--- src/hdl/ssc_pkg.sv ---
// ssc_pkg: shared constants, types and helpers of the span coverage row block
`default_nettype none

package ssc_pkg;

  // grid and window sizes (subsample count is a power of two)
  localparam int SUBSAMPLE  = 8;
  localparam int MAX_WIDTH  = 64;
  localparam int SUB_BITS   = $clog2(SUBSAMPLE);
  localparam int PIX_W      = $clog2(MAX_WIDTH);
  localparam int CNT_W      = $clog2(MAX_WIDTH + 1);
  localparam int POS_W      = $clog2(MAX_WIDTH * SUBSAMPLE + 1);
  localparam int OV_W       = $clog2(SUBSAMPLE + 1);
  localparam int FULL_AREA  = SUBSAMPLE * SUBSAMPLE;
  localparam int ACC_W      = $clog2(FULL_AREA + 1);

  // field widths
  localparam int VAL_W      = 7;
  localparam int ONE_VALUE  = 64;
  localparam int TILE_W     = 16;
  localparam int WIDTH_W    = 7;
  localparam int EDGE_W     = 20;
  localparam int BASE_W     = TILE_W + SUB_BITS;
  localparam int CFG_IDX_W  = 1;
  localparam int CFG_DATA_W = 16;

  typedef enum logic [CFG_IDX_W-1:0] {
    REG_TILE_X    = 1'b0,
    REG_ROW_WIDTH = 1'b1
  } cfg_reg_e;

  typedef enum logic {
    KIND_LOAD = 1'b0,
    KIND_SPAN = 1'b1
  } item_kind_e;

  // span clipped to the window, in window-relative subsample units
  typedef struct packed {
    logic             hit;
    logic [POS_W-1:0] left;
    logic [POS_W-1:0] right;
    logic [PIX_W-1:0] first;
    logic [PIX_W-1:0] last;
  } clip_t;

  // covered cells to 1/64 units, rounded
  function automatic logic [VAL_W-1:0] scale_cov(input logic [ACC_W-1:0] acc);
    logic [ACC_W+VAL_W:0] num;
    num = (ACC_W+VAL_W+1)'(acc) * (ACC_W+VAL_W+1)'(ONE_VALUE)
        + (ACC_W+VAL_W+1)'(FULL_AREA / 2);
    return VAL_W'(num / FULL_AREA);
  endfunction

endpackage

`default_nettype wire

--- src/hdl/ssc_ram.sv ---
// ssc_ram: single write port, single registered read port memory
`default_nettype none

module ssc_ram #(
  parameter int DATA_W = 7,
  parameter int DEPTH  = 64,
  parameter int ADDR_W = $clog2(DEPTH)
) (
  input  logic              clk_i,
  input  logic              we_i,
  input  logic [ADDR_W-1:0] waddr_i,
  input  logic [DATA_W-1:0] wdata_i,
  input  logic              re_i,
  input  logic [ADDR_W-1:0] raddr_i,
  output logic [DATA_W-1:0] rdata_o
);

  logic [DATA_W-1:0] mem [DEPTH];

  always_ff @(posedge clk_i) begin
    if (we_i) begin
      mem[waddr_i] <= wdata_i;
    end
  end

  always_ff @(posedge clk_i) begin
    if (re_i) begin
      rdata_o <= mem[raddr_i];
    end
  end

endmodule

`default_nettype wire

--- src/hdl/ssc_span_clip.sv ---
// ssc_span_clip: clips a span to the row window and finds its pixel range
`default_nettype none

module ssc_span_clip import ssc_pkg::*; (
  input  logic [TILE_W-1:0] tile_x_i,
  input  logic [CNT_W-1:0]  eff_width_i,
  input  logic [EDGE_W-1:0] left_i,
  input  logic [EDGE_W-1:0] right_i,
  input  logic              in_shape_i,
  output clip_t             clip_o
);

  logic [BASE_W-1:0]  base;
  logic [POS_W-1:0]   lim;
  logic [EDGE_W:0]    diff_l;
  logic [EDGE_W:0]    diff_r;
  logic [POS_W-1:0]   rel_l;
  logic [POS_W-1:0]   rel_r;
  logic [POS_W-1:0]   rel_r_m1;

  function automatic logic [POS_W-1:0] clamp(input logic [EDGE_W:0] d,
                                             input logic [POS_W-1:0] top);
    logic [POS_W-1:0] r;
    if (d[EDGE_W]) begin
      r = '0;
    end else if (d[EDGE_W-1:0] > EDGE_W'(top)) begin
      r = top;
    end else begin
      r = POS_W'(d[EDGE_W-1:0]);
    end
    return r;
  endfunction

  assign base   = {tile_x_i, SUB_BITS'(0)};
  assign lim    = POS_W'({eff_width_i, SUB_BITS'(0)});
  assign diff_l = (EDGE_W+1)'(left_i) - (EDGE_W+1)'(base);
  assign diff_r = (EDGE_W+1)'(right_i) - (EDGE_W+1)'(base);
  assign rel_l  = clamp(diff_l, lim);
  assign rel_r  = clamp(diff_r, lim);
  assign rel_r_m1 = rel_r - POS_W'(1);

  always_comb begin
    clip_o.hit   = in_shape_i && (left_i <= right_i) && (rel_l < rel_r);
    clip_o.left  = rel_l;
    clip_o.right = rel_r;
    clip_o.first = PIX_W'(rel_l >> SUB_BITS);
    clip_o.last  = PIX_W'(rel_r_m1 >> SUB_BITS);
  end

endmodule

`default_nettype wire

--- src/hdl/subsampled_span_coverage_row.sv ---
// subsampled_span_coverage_row: anti-aliased coverage of one mask row from sub-row spans
// load item: written in the cycle it is taken, busy stays low, back to back
// span item: a clip step (PREP), a RUN step for each pixel it touches, then a write-back step (DRAIN)
//   (a span that misses the window skips RUN and DRAIN); the accumulator memory port sets this
// last span: then the emit pass walks every window pixel, results one per cycle, each
//   through emit stage 1 and the output registers; the receiver cannot stall
// reset: registers to tile_x 0, row_width 64, accumulators read as zero
`default_nettype none

module subsampled_span_coverage_row import ssc_pkg::*; (
  input  logic                  clk_i,
  input  logic                  rst_ni,
  // item channel
  input  logic                  start,
  output logic                  busy,
  input  logic                  kind_i,
  input  logic [5:0]            load_index_i,
  input  logic [VAL_W-1:0]      old_value_i,
  input  logic [EDGE_W-1:0]     span_left_i,
  input  logic [EDGE_W-1:0]     span_right_i,
  input  logic                  span_in_shape_i,
  input  logic                  last_span_i,
  // configuration
  input  logic                  cfg_we_i,
  input  logic [CFG_IDX_W-1:0]  cfg_index_i,
  input  logic [CFG_DATA_W-1:0] cfg_wdata_i,
  // results
  output logic                  result_valid_o,
  output logic [5:0]            pixel_index_o,
  output logic [VAL_W-1:0]      coverage_o,
  output logic                  last_pixel_o
);

  typedef enum logic [2:0] {
    ST_IDLE,
    ST_PREP,
    ST_RUN,
    ST_DRAIN,
    ST_EMIT
  } state_e;

  state_e state_q;

  // configuration registers
  logic [TILE_W-1:0]  tile_x_q;
  logic [WIDTH_W-1:0] row_width_q;
  logic [CNT_W-1:0]   eff_width;
  logic [PIX_W-1:0]   last_col;

  // captured span item
  logic [EDGE_W-1:0]  left_q;
  logic [EDGE_W-1:0]  right_q;
  logic               in_shape_q;
  logic               last_span_q;

  // clipped span and pixel walk
  clip_t              clip;
  logic [POS_W-1:0]   rel_l_q;
  logic [POS_W-1:0]   rel_r_q;
  logic [PIX_W-1:0]   ptr_q;
  logic [PIX_W-1:0]   end_q;

  // accumulator valid bits: an entry not valid reads as zero
  logic [MAX_WIDTH-1:0] acc_vld_q;

  // read-modify-write stage
  logic               wr_pend_q;
  logic [PIX_W-1:0]   wr_addr_q;
  logic [OV_W-1:0]    ov_q;
  logic               wr_vld_q;

  // emit stage 1 (memory read data arrives here)
  logic               em_pend_q;
  logic [PIX_W-1:0]   em_idx_q;
  logic               em_last_q;
  logic               em_accv_q;

  // output registers
  logic               result_valid_q;
  logic [5:0]         pix_q;
  logic [VAL_W-1:0]   cov_q;
  logic               last_pix_q;

  logic               accept;
  logic               accept_load;
  logic               accept_span;

  // overlap of current pixel with the clipped span
  logic [POS_W-1:0]   cell_lo;
  logic [POS_W-1:0]   cell_hi;
  logic [POS_W-1:0]   ov_a;
  logic [POS_W-1:0]   ov_b;
  logic [OV_W-1:0]    ov;

  // memory ports
  logic               acc_re;
  logic [ACC_W-1:0]   acc_rdata;
  logic [ACC_W:0]     acc_sum;
  logic [ACC_W-1:0]   acc_wdata;
  logic               old_we;
  logic [VAL_W-1:0]   old_wdata;
  logic               old_re;
  logic [VAL_W-1:0]   old_rdata;

  logic [ACC_W-1:0]   em_acc;
  logic [VAL_W-1:0]   em_cov;

  assign busy        = (state_q != ST_IDLE);
  assign accept      = start && !busy;
  assign accept_load = accept && (item_kind_e'(kind_i) == KIND_LOAD);
  assign accept_span = accept && (item_kind_e'(kind_i) == KIND_SPAN);

  // widths past the storage are cut to it
  assign eff_width = (int'(row_width_q) > MAX_WIDTH) ? CNT_W'(MAX_WIDTH)
                                                      : CNT_W'(row_width_q);
  assign last_col  = PIX_W'(eff_width - CNT_W'(1));

  ssc_span_clip u_clip (
    .tile_x_i    (tile_x_q),
    .eff_width_i (eff_width),
    .left_i      (left_q),
    .right_i     (right_q),
    .in_shape_i  (in_shape_q),
    .clip_o      (clip)
  );

  // pixel ptr_q spans subsamples [ptr*S, ptr*S+S)
  assign cell_lo = POS_W'({ptr_q, SUB_BITS'(0)});
  assign cell_hi = cell_lo + POS_W'(SUBSAMPLE);
  assign ov_a    = (rel_l_q > cell_lo) ? rel_l_q : cell_lo;
  assign ov_b    = (rel_r_q < cell_hi) ? rel_r_q : cell_hi;
  assign ov      = OV_W'(ov_b - ov_a);

  // accumulate with saturation at a fully covered pixel
  assign acc_sum   = (ACC_W+1)'(wr_vld_q ? acc_rdata : '0) + (ACC_W+1)'(ov_q);
  assign acc_wdata = (acc_sum > (ACC_W+1)'(FULL_AREA)) ? ACC_W'(FULL_AREA)
                                                       : ACC_W'(acc_sum);

  assign acc_re = (state_q == ST_RUN) || (state_q == ST_EMIT);
  assign old_re = (state_q == ST_EMIT);

  // old values above full coverage saturate when loaded
  assign old_we    = accept_load;
  assign old_wdata = (old_value_i > VAL_W'(ONE_VALUE)) ? VAL_W'(ONE_VALUE) : old_value_i;

  ssc_ram #(
    .DATA_W (ACC_W),
    .DEPTH  (MAX_WIDTH)
  ) u_acc_ram (
    .clk_i   (clk_i),
    .we_i    (wr_pend_q),
    .waddr_i (wr_addr_q),
    .wdata_i (acc_wdata),
    .re_i    (acc_re),
    .raddr_i (ptr_q),
    .rdata_o (acc_rdata)
  );

  ssc_ram #(
    .DATA_W (VAL_W),
    .DEPTH  (MAX_WIDTH)
  ) u_old_ram (
    .clk_i   (clk_i),
    .we_i    (old_we),
    .waddr_i (load_index_i[PIX_W-1:0]),
    .wdata_i (old_wdata),
    .re_i    (old_re),
    .raddr_i (ptr_q),
    .rdata_o (old_rdata)
  );

  // result value: max of old mask value and scaled coverage
  assign em_acc = em_accv_q ? acc_rdata : '0;
  assign em_cov = scale_cov(em_acc);

  // control: state, walk counter, valid bits, configuration, strobes
  always_ff @(posedge clk_i or negedge rst_ni) begin
    if (!rst_ni) begin
      state_q        <= ST_IDLE;
      tile_x_q       <= '0;
      row_width_q    <= WIDTH_W'(64);
      ptr_q          <= '0;
      end_q          <= '0;
      last_span_q    <= 1'b0;
      acc_vld_q      <= '0;
      wr_pend_q      <= 1'b0;
      em_pend_q      <= 1'b0;
      result_valid_q <= 1'b0;
    end else begin
      if (cfg_we_i) begin
        unique case (cfg_reg_e'(cfg_index_i))
          REG_TILE_X:    tile_x_q    <= cfg_wdata_i[TILE_W-1:0];
          REG_ROW_WIDTH: row_width_q <= cfg_wdata_i[WIDTH_W-1:0];
        endcase
      end

      wr_pend_q      <= (state_q == ST_RUN);
      em_pend_q      <= (state_q == ST_EMIT);
      result_valid_q <= em_pend_q;

      if (wr_pend_q) begin
        acc_vld_q[wr_addr_q] <= 1'b1;
      end

      unique case (state_q)
        ST_IDLE: begin
          if (accept_span) begin
            last_span_q <= last_span_i;
            state_q     <= ST_PREP;
          end
        end
        ST_PREP: begin
          if (clip.hit) begin
            ptr_q   <= clip.first;
            end_q   <= clip.last;
            state_q <= ST_RUN;
          end else if (last_span_q && (eff_width != '0)) begin
            ptr_q   <= '0;
            state_q <= ST_EMIT;
          end else begin
            // rejected span; a zero-wide row still clears on its last span
            if (last_span_q) begin
              acc_vld_q <= '0;
            end
            state_q <= ST_IDLE;
          end
        end
        ST_RUN: begin
          if (ptr_q == end_q) begin
            state_q <= ST_DRAIN;
          end else begin
            ptr_q <= ptr_q + PIX_W'(1);
          end
        end
        ST_DRAIN: begin
          // last write-back lands here, so the emit pass reads fresh data
          if (last_span_q && (eff_width != '0)) begin
            ptr_q   <= '0;
            state_q <= ST_EMIT;
          end else begin
            if (last_span_q) begin
              acc_vld_q <= '0;
            end
            state_q <= ST_IDLE;
          end
        end
        ST_EMIT: begin
          if (ptr_q == last_col) begin
            acc_vld_q <= '0;
            state_q   <= ST_IDLE;
          end else begin
            ptr_q <= ptr_q + PIX_W'(1);
          end
        end
        default: state_q <= ST_IDLE;
      endcase
    end
  end

  // payload registers
  always_ff @(posedge clk_i) begin
    if (accept_span) begin
      left_q     <= span_left_i;
      right_q    <= span_right_i;
      in_shape_q <= span_in_shape_i;
    end
    if (state_q == ST_PREP) begin
      rel_l_q <= clip.left;
      rel_r_q <= clip.right;
    end
    wr_addr_q <= ptr_q;
    ov_q      <= ov;
    wr_vld_q  <= acc_vld_q[ptr_q];
    em_idx_q  <= ptr_q;
    em_last_q <= (ptr_q == last_col);
    em_accv_q <= acc_vld_q[ptr_q];
    pix_q      <= 6'(em_idx_q);
    cov_q      <= (old_rdata > em_cov) ? old_rdata : em_cov;
    last_pix_q <= em_last_q;
  end

  assign result_valid_o = result_valid_q;
  assign pixel_index_o  = pix_q;
  assign coverage_o     = cov_q;
  assign last_pixel_o   = last_pix_q;

endmodule

`default_nettype wire

--- config.mk ---
export PLATFORM = sky130hd
export DESIGN_NAME = subsampled_span_coverage_row
export DESIGN_NICKNAME = d
export VERILOG_FILES = /design/src/hdl/ssc_pkg.sv /design/src/hdl/ssc_ram.sv /design/src/hdl/ssc_span_clip.sv /design/src/hdl/subsampled_span_coverage_row.sv
export SDC_FILE = /design/constraint.sdc
export NUM_CORES = 1
export LEC_CHECK = 0
export ABC_CLOCK_PERIOD_IN_PS = 6600
export BUFFER_PORTS_ARGS = -buffer_cell sky130_fd_sc_hd__buf_2
export CAP_MARGIN = 5
export CORE_MARGIN = 2
export CORE_UTILIZATION = 40
export DETAILED_ROUTE_END_ITERATION = 7
export HOLD_SLACK_MARGIN = 0.02
export PLACE_DENSITY = 0.68
export SLEW_MARGIN = 15
export SYNTH_ARGS = -nofsm -noshare
export SYNTH_HDL_FRONTEND = slang
export SYNTH_SLANG_ARGS = --single-unit
--- constraint.sdc ---
create_clock -name clk_i -period 6.6 [get_ports clk_i]
set_clock_uncertainty 0.2 [all_clocks]
set_input_delay 0.66 -clock clk_i [delete_from_list [all_inputs] [get_ports clk_i]]
set_output_delay 0.66 -clock clk_i [all_outputs]
set_load 0.005 [all_outputs]
Word-level counts from Yosys, hierarchy flattened

Memories as Yosys holds them, arrays and structs flattened. A register that Yosys moved wholly into a read port is not among the register bits.
Index checks and enable logic that the tools add are counted.

Multipliers: 0
Magnitude comparators: 13
Equality and inequality tests: 11
Bitwise gates (word level): 3
Multiplexer cells: 37
Divide/modulo/power cells: 0
Shifts and indexed selects: 0
Add/sub/neg operators: 9
Reductions and logical operators: 19

Operators with widths:

| kind                                                          | count |
|---|---|
| 2-to-1 mux 64 bit                                             | 5 |
| case mux 64 bit (3 select lines)                              | 1 |
| OR 64 bit                                                     | 1 |
| 2-to-1 mux 7 bit                                              | 6 |
| subtractor 20 x 19 -> 21 bit                                  | 2 |
| greater-than comparator 20 x 10 -> 1 bit                      | 2 |
| 2-to-1 mux 10 bit                                             | 4 |
| 2-to-1 mux 6 bit                                              | 4 |
| case mux 6 bit (4 select lines)                               | 1 |
| less-or-equal comparator 20 bit                               | 1 |
| less-than comparator 10 bit                                   | 2 |
| 2-to-1 mux 3 bit                                              | 5 |
| case mux 3 bit (5 select lines)                               | 1 |
| greater-than comparator 7 bit, second input constant          | 2 |
| less-than comparator 6 x 7 -> 1 bit, second input constant    | 2 |
| adder 13 x 6 -> 13 bit, second input constant                 | 1 |
| equality test 6 bit                                           | 2 |
| adder 9 x 4 -> 10 bit, second input constant                  | 1 |
| greater-than comparator 10 x 9 -> 1 bit                       | 1 |
| subtractor 9 x 1 -> 9 bit, second input constant              | 1 |
| adder 7 x 4 -> 8 bit                                          | 1 |
| greater-than comparator 8 x 7 -> 1 bit, second input constant | 1 |
| 2-to-1 mux 4 bit                                              | 2 |
| AND reduction 2 bit                                           | 4 |
| 22 further kinds                                              | 39 |

Memories kept: 2
Bits in registers: 193
Bits in latches: 0
Bits in read-only memories: 0
RAM bits: 896
Input bits: 77
Word-level logic and storage cells: 116
Output and inout port bits: 16

Memories:

| memory        | depth | bits a word | read ports | clocked after Yosys merged registers in | write ports | line          | text |
|---|---|---|---|---|---|---|---|
| u_acc_ram.mem | 64    | 7           | 1          | 1                                       | 1           | ssc_ram.sv:18 | `logic [DATA_W-1:0] mem [DEPTH];` |
| u_old_ram.mem | 64    | 7           | 1          | 1                                       | 1           | ssc_ram.sv:18 |  |

Longest topological paths before layout

Gate-level depths: netlist of run 1.

Depth in word-level cells: 10
Mapped depth: 33
Depth with buffers taken out: 30

Modules after synthesis

From an unflattened synthesis of run 1, not the netlist that was laid out.

Cell total of the unflattened synthesis: 2890
Area, all modules: 47613.2 µm²

Modules (own cells, without submodules):

| module                       | instances | area each (µm²) | cells an instance | seq. area each (µm²) |
|---|---|---|---|---|
| ssc_ram                      | 2         | 17705.7         | 827               | 13663.1 |
| subsampled_span_coverage_row | 1         | 8632.0          | 727               | 5006.1 |
| ssc_span_clip                | 1         | 3569.7          | 509               | 0.0 |

Worst setup path before layout of run 1

Ideal clock, no wire load.

Kind: reg2reg
From: register tile_x_q[0]
To: register ptr_q[4]
Required time: 6.274 ns
Slack: -0.083 ns
Cell stages (with the launch flop): 32
Data arrival time: 6.357 ns
Clock period less this slack: 6.683 ns
Buffers on the path: 2
Cells stage by stage: dfrtp_1 > ha_1 > fa_1 > nor2b_1 > o211ai_1 > nand2_1 > a21oi_1 > xnor2_1 > ha_1 > a211o_1 > a21oi_1 > a211oi_1 > or4b_1 > a2111oi_0 > o2111ai_1 > and4b_1 > buf_4 > buf_6 > mux2i_1 > nand2b_1 > ha_1 > a21o_1 > a21o_1 > a211oi_1 > o21ai_0 > o211ai_1 > nand3_1 > a41o_1 > o31a_4 > and3_1 > a21o_1 > a221o_1

Longest elaborated chain between the ends: 8
Elaborated cells between the ends (all ways): 12

RTL lines:

| item                                            | line                                     | text |
|---|---|---|
| start: declaration                              | subsampled_span_coverage_row.sv:45       | `logic [TILE_W-1:0] tile_x_q;` |
| start signal: assignment                        | subsampled_span_coverage_row.sv:192      | `REG_TILE_X: tile_x_q <= cfg_wdata_i[TILE_W-1:0];` |
| subtractor 20 x 19 -> 21 bit (on tied branches) | ssc_span_clip.sv:36, ssc_span_clip.sv:37 |  |
| greater-than comparator 20 x 10 -> 1 bit        | ssc_span_clip.sv:26                      | `end else if (d[EDGE_W-1:0] > EDGE_W'(top)) begin` |
| 2-to-1 mux 10 bit                               | ssc_span_clip.sv:26                      |  |
| 2-to-1 mux 10 bit                               | ssc_span_clip.sv:24                      | `if (d[EDGE_W]) begin` |
| less-than comparator 10 bit                     | ssc_span_clip.sv:43                      | `clip_o.hit = in_shape_i && (left_i <= right_i) && (rel_l < rel_r);` |
| logical AND 1 bit                               | ssc_span_clip.sv:43                      |  |
| 2-to-1 mux 6 bit *                              | subsampled_span_coverage_row.sv:213      | `if (clip.hit) begin` |
| case mux 6 bit (4 select lines) *               | subsampled_span_coverage_row.sv:205      | `unique case (state_q)` |
| end signal: assignment                          | subsampled_span_coverage_row.sv:214      | `ptr_q <= clip.first;` |
| end signal: assignment                          | subsampled_span_coverage_row.sv:232      | `ptr_q <= ptr_q + PIX_W'(1);` |
| end signal: assignment                          | subsampled_span_coverage_row.sv:252      | `ptr_q <= ptr_q + PIX_W'(1);` |
| end: declaration                                | subsampled_span_coverage_row.sv:60       | `logic [PIX_W-1:0] ptr_q;` |

Every way passes the cells marked *; elsewhere a longest branch is shown, timed or not.
A chain may end at the register's enable or synchronous reset.

Worst setup path in the final report of run 1

From: register tile_x_q[0]
To: register acc_vld_q[22]

Longest elaborated chain between the ends: 8
Elaborated cells between the ends (all ways): 12

RTL lines:

| item                                            | line                                     | text |
|---|---|---|
| subtractor 20 x 19 -> 21 bit (on tied branches) | ssc_span_clip.sv:36, ssc_span_clip.sv:37 |  |
| greater-than comparator 20 x 10 -> 1 bit        | ssc_span_clip.sv:26                      |  |
| 2-to-1 mux 10 bit                               | ssc_span_clip.sv:26                      |  |
| 2-to-1 mux 10 bit                               | ssc_span_clip.sv:24                      |  |
| less-than comparator 10 bit *                   | ssc_span_clip.sv:43                      |  |
| logical AND 1 bit *                             | ssc_span_clip.sv:43                      |  |
| 2-to-1 mux 64 bit *                             | subsampled_span_coverage_row.sv:213      |  |
| case mux 64 bit (3 select lines) *              | subsampled_span_coverage_row.sv:205      |  |
| end signal: indexed assignment                  | subsampled_span_coverage_row.sv:202      | `acc_vld_q[wr_addr_q] <= 1'b1;` |
| end signal: assignment                          | subsampled_span_coverage_row.sv:223      | `acc_vld_q <= '0;` |
| end signal: assignment                          | subsampled_span_coverage_row.sv:242      | `acc_vld_q <= '0;` |
| end: declaration                                | subsampled_span_coverage_row.sv:64       | `logic [MAX_WIDTH-1:0] acc_vld_q;` |

Marked as above.

==> metrics.txt, run 1 <==
Post-route DRC=0; share of cells above drive strength 1=26.6%; Die H=346 um; CP peak stage delay=0.50 ns; failing checks=negative setup slack; nets=3076; Hold EP=right_q[4]; period utilization=102%; DR iter-0 viols=2624; Area Overhead vs Synth=15.2%; Finished Layout Cells=4508; routed len/inst=23.8 um; commonest non-fill, non-tap cell in the layout=edfxtp_1; Slew @ Worst Pin=1.03 ns; setup violators final=68; Max H-tree Level=3; die width=346 um; final worst slack=-0.163 ns; worst setup path startpoint=tile_x_q[0]; crit start category=flip-flop; Clock Sinks=1103; Total Routing Usage GR=17.7%; most frequent cells in the layout=971 x edfxtp_1, 315 x mux4_2, 281 x nor2_1; CP Max Fanout=13; gr ovfl total=0; largest net degree at the start of global routing=105; Post-Route Utilization=46.4%; Pleak=18.4 nW; global-route wire length before repair=161000 um; Worst Path Required=7.01 ns; Peak VDD IR=0.374 mV; status=finished, violations left; PD cells=412 nW/um^2; final count of hold timing violations=0; drt pass-1 iters=5; Yosys warning count=0; RSZ-0062 raised after global routing=yes; cell row count=125; WP data arrival=7.17 ns; Avg Cell Area, Syn=17.7 um^2; vias in the first global route=24958; # placed instances=4236; root buf cell=clkbuf_16; worst hold start=span_right_i[4]; sequential share of the synthesized area=69.1%; initial antenna violation count=2; CTS tree=yes; Post-synth ARST share=9.61%; start-to-end type of the worst setup path=reg2reg; clock insertion delay at the later pin of the skew report=0.69 ns; post-route ant nets=0; Tmin final=6.76 ns; main flop type after synthesis=edfxtp_1; register clock-pin slew on the reported worst setup and hold paths=0.07 ns; io pins=93; Cells after Synth=2648; Post-synth EDFFs=971; DP HPWL=68900 um; Port Buf Inserts=92; FMAX=148 MHz; Die ar.=120000 um^2; Hold Path Depth=1; TritonCTS Buffers=104; Initial Util=40.3%; Critical Path End Type=flip-flop; Core Area=116000 um^2; Slowest-stage cell, CP=or4b_4; Distinct cells, synth=80; post-synthesis net count=2832; Max-slew headroom=31.3%; R2R Path End=acc_vld_q[22]; via/cell ratio=5.58; flops & latches, synth=1103; r2r startpoint=tile_x_q[0]; routability cong.=0.859; HP Class=in2reg; Final Max Tran Viols=0; worst reg-to-reg path cell count=31; vias=25151; WL final=107000 um; Cell Area, Synth=46800 um^2; max_cap viols=0; r2r setup slk=-0.16 ns; Bufs on Longest Clock Path=3
-- registers in the layout, summed over array words and instances, names as in the netlist, 7 cells and up --
signal             flops
left_q                20
acc_vld_q             64
row_width_q            7
u_old_ram.rdata_o      7
u_acc_ram.rdata_o      7
u_old_ram.mem        448
rel_r_q               10
right_q               20
u_acc_ram.mem        448
rel_l_q               10
coverage_o             7
tile_x_q              16
-- cells in the mapped netlist, types with 13 or more instances --
cell,instances,area share (%)
clkbuf_1,68,0.55
mux4_2,315,15
buf_1,36,0.29
xor2_1,13,0.24
nand2_1,86,0.69
xnor2_1,32,0.60
a21o_1,22,0.35
mux2i_1,18,0.39
mux2_2,19,0.46
and2_1,17,0.23
ha_1,103,2.8
nand3_1,36,0.39
dfxtp_1,26,1.1
edfxtp_1,971,62
inv_1,86,0.69
nand4_1,15,0.20
o21ai_0,50,0.54
nor2b_1,28,0.37
dfrtp_1,105,5.6
nor2_1,318,2.6
a21oi_1,60,0.64
and3_1,13,0.17
nor3_1,16,0.17
nand2b_1,19,0.25
-- layer usage --
layer / part of all wire (%) / vias up / GRT usage [%]
li1: - / 10962 / -
met1: 44 / 13061 / 26.7
met2: 46 / 989 / 26.7
met3: 8.1 / 137 / 3.13
met4: 1.8 / 2 / 4.49
met5: 0.011 / - / 0
-- power by group --
group | leakage [nW] | switching (mW) | internal [mW] | total (mW)
logic | 6.22 | 3.98 | 2.87 | 6.85
registers | 10.5 | 0.413 | 9.03 | 9.45
clock network | 1.67 | 2.60 | 3.31 | 5.91
-- final cells by class --
type / count / area, um^2
multi-input cells: 1342 / 14000
diodes: 2 / 5.00
fillers: 9686 / 62200
well taps: 1524 / 1910
repair buffers: 253 / 1930
flip-flops and latches: 1103 / 32300
clock inverters: 46 / 490
clock buffers: 150 / 2930
inverters: 88 / 333
-- per-stage QoR --
stage / hold WS, ns / setup TNS (ns) / instance area [um^2] / setup slack, ns / total power, mW
after detailed placement: 0.112 / -23.59 / 49500 / -0.410 / 16.3
final: 0.0463 / -7.35 / 53900 / -0.163 / 22.2
after global routing: 0.0353 / -28.40 / 53900 / -0.478 / 23.2
after global placement: 0.113 / -14.82 / 49500 / -0.277 / 16.2
after floorplan: 0.110 / 0 / 46800 / 0.00624 / 13.9
after CTS: 0.0250 / -3.40 / 53600 / -0.113 / 22.3
-- logic make-up (layout without fill, tap and decap cells) --
family | after synthesis | in the layout | synth area share (%)
flops | 1103 | 1103 | 69.1
simple gates | 599 | 599 | 5.85
mux | 352 | 352 | 16.0
compound gates | 239 | 239 | 3.46
buf+inv | 203 | 537 | 1.76
fa+ha+maj | 107 | 107 | 2.93
xor+xnor | 45 | 45 | 0.843
other cells | 0 | 2 | 0
-- worst max path at each step --
stage | endpoint | depth (start not counted)
2_1_floorplan | ptr_q[4] | 31
3_3_place_gp | ptr_q[4] | 29
3_5_place_dp | ptr_q[4] | 29
4_1_cts | ptr_q[4] | 29
5_1_grt | acc_vld_q[22] | 31
6_report | acc_vld_q[22] | 31
-- worst max-delay path: cells and delay by family, from the launching register on --
kind / cells / cell delay (ns)
xor gates and xnor gates: 1 / 0.14
buffers and inverters: 2 / 0.32
AOI/OAI and AO/OA: 16 / 2.78
and+or+nand+nor: 7 / 1.50
adders and majority gates: 4 / 1.12
muxes: 1 / 0.22
DFF: 1 / 0.41
-- timing repair --
item                                    4_1_cts  5_1_grt
setup buffers                                12        6
gates resized for setup                      18       50
endpoints found under the hold margin       106        0
pin swaps                                    21       22
endpoints found under the setup margin       71       71
gates cloned                                  0        6
hold buffers                                 50        0
(Power assumes the default switching activity.)
==> run 2: changes to the inputs <==
--- a/config.mk
+++ b/config.mk
@@ -13,7 +13,8 @@
 export DETAILED_ROUTE_END_ITERATION = 7
 export HOLD_SLACK_MARGIN = 0.02
 export PLACE_DENSITY = 0.68
-export SLEW_MARGIN = 15
+export RECOVER_POWER = 50
+export SLEW_MARGIN = 5
 export SYNTH_ARGS = -nofsm -noshare
 export SYNTH_HDL_FRONTEND = slang
 export SYNTH_SLANG_ARGS = --single-unit
==> metrics.txt, run 2 (same netlist as run 1, synthesis figures left out) <==
Tmin final=6.79 ns; initial antenna violation count=2; r2r setup slk=-0.19 ns; TritonCTS Buffers=104; post-route ant nets=0; vias in the first global route=24958; HP Class=in2reg; clock share of power=26.6%; Final Max Tran Viols=727; final worst slack=-0.192 ns; via/cell ratio=5.58; FMAX=147 MHz; Area Overhead vs Synth=15.0%; RSZ-0062 raised after global routing=yes; P_sw=7.02 mW; nets=3076; R2R Path End=acc_vld_q[22]; final count of hold timing violations=0; drt pass-1 iters=5; worst hold start=last_span_i; Clock Sinks=1103; failing checks=max-capacitance violations, max-slew violations, negative setup slack; Peak VDD IR=0.373 mV; routed len/inst=23.8 um; Bufs on Longest Clock Path=3; commonest non-fill, non-tap cell in the layout=edfxtp_1; top flop regs=u_acc_ram.mem x448, u_old_ram.mem x448, acc_vld_q x64; Post-route DRC=0; io pins=93; setup violators final=69; CP peak stage delay=0.50 ns; PD cells=414 nW/um^2; Slew @ Worst Pin=3.55 ns; Hold Path Depth=3; CTS tree=yes; Core Area=116000 um^2; status=finished, violations left; gr ovfl total=0; Sw Ratio=31.5%; Initial Util=40.3%; r2r startpoint=tile_x_q[0]; vias=25142; crit start category=flip-flop; DR iter-0 viols=2579; global-route wire length before repair=161000 um; Placed Instance Area=49500 um^2; Pleak=18.3 nW; clock insertion delay at the later pin of the skew report=0.69 ns; most frequent cells in the layout=971 x edfxtp_1, 315 x mux4_2, 281 x nor2_1; start-to-end type of the worst setup path=reg2reg; Die ar.=120000 um^2; die width=346 um; largest net degree at the start of global routing=105; P_int=15.2 mW; Critical Path End Type=flip-flop; # placed instances=4236; worst reg-to-reg path cell count=31; Logic pwr share=31.0%; WL final=107000 um; Die H=346 um; DP HPWL=68900 um; Total Routing Usage GR=17.7%; Max H-tree Level=3; Max-slew headroom=-137%; cell row count=125; period utilization=103%; CP Max Fanout=13; Finished Layout Cells=4507; routability cong.=0.859; Worst Path Required=7.01 ns; final instance area=53800 um^2; share of cells above drive strength 1=25.3%; Hold EP=last_span_q; filler instances=9717; total power=22.3 mW; WP data arrival=7.20 ns; sequential share of power=42.5%; Port Buf Inserts=92; Setup TNS=-8.86 ns; Setup WS pre-CTS=-0.410 ns; Slowest-stage cell, CP=or4b_4; max_cap viols=14; register clock-pin slew on the reported worst setup and hold paths=0.07 ns; root buf cell=clkbuf_16
## run 2: changes by cell type in the layout (fill, tap and decap cells not counted), sizes merged
cell and delta:
clkbuf +33, diode -1, buf -33
## run 2: worst max path at each step
stage	from	endpoint	slack, ns	cells after the start
floorplan	tile_x_q[0]	ptr_q[4]	0.006	31
global placement	tile_x_q[0]	ptr_q[4]	-0.28	29
detailed placement	tile_x_q[0]	ptr_q[4]	-0.41	29
CTS	tile_x_q[0]	ptr_q[4]	-0.11	29
global route	tile_x_q[0]	acc_vld_q[22]	-0.48	31
finish	tile_x_q[0]	acc_vld_q[22]	-0.19	31
## run 2: critical path, delay by kind of cell (launching register included)
| family | cells | cell delay (ns) |
|---|---|---|
| multiplexers | 1 | 0.22 |
| adder cells (fa/ha/maj) | 4 | 1.12 |
| XOR/XNOR | 1 | 0.14 |
| flip-flops | 1 | 0.41 |
| buffers and inverters | 2 | 0.32 |
| AND/OR/NAND/NOR | 7 | 1.52 |
| AO/OA/AOI/OAI | 16 | 2.79 |
## run 2: final cells by class
| type | instances | area [um^2] | area share (%) |
|---|---|---|---|
| Inverter | 88 | 333 | 0.619 |
| Clock buffer | 150 | 2930 | 5.44 |
| Timing Repair Buffer | 253 | 1860 | 3.46 |
| Multi-Input combinational cell | 1342 | 13900 | 25.9 |
| Sequential cell | 1103 | 32300 | 60.1 |
| Clock inverter | 46 | 490 | 0.912 |
| Antenna cell | 1 | 2.50 | 0.00465 |
| Tap cell | 1524 | 1910 | 3.54 |
## run 2: power by group through the flow
stage	Combinational (mW)	Clock [mW]	Sequential (mW)
2_1_floorplan	4.55	0	9.34
3_3_place_gp	6.62	0	9.58
3_5_place_dp	6.73	0	9.59
4_1_cts	6.84	5.99	9.45
5_1_grt	7.44	6.26	9.49
6_report	6.89	5.91	9.45
## run 2: metrics by stage
stage	hold slack [ns]	utilization, %
4_1_cts	0.0250	46.1
6_report	0.0665	46.4
3_5_place_dp	0.112	42.6
5_1_grt	0.0643	46.4
3_3_place_gp	0.113	42.6
2_1_floorplan	0.110	-
## run 2: repair_timing
action / CTS / global route
endpoints found under the setup margin: 71 / 71
hold buffers: 50 / 0
pin swaps: 21 / 22
buffers inserted: 12 / 6
endpoints found under the hold margin: 106 / 0
gates cloned: 0 / 6
resized for setup: 18 / 50
## run 2: routing by layer
layer / track usage (%) / part of all wire, % / up-vias
li1: - / - / 10960
met1: 26.7 / 45 / 13121
met2: 26.7 / 46 / 923
met3: 3.13 / 7.5 / 136
met4: 4.49 / 1.8 / 2
met5: 0 / 0.011 / -
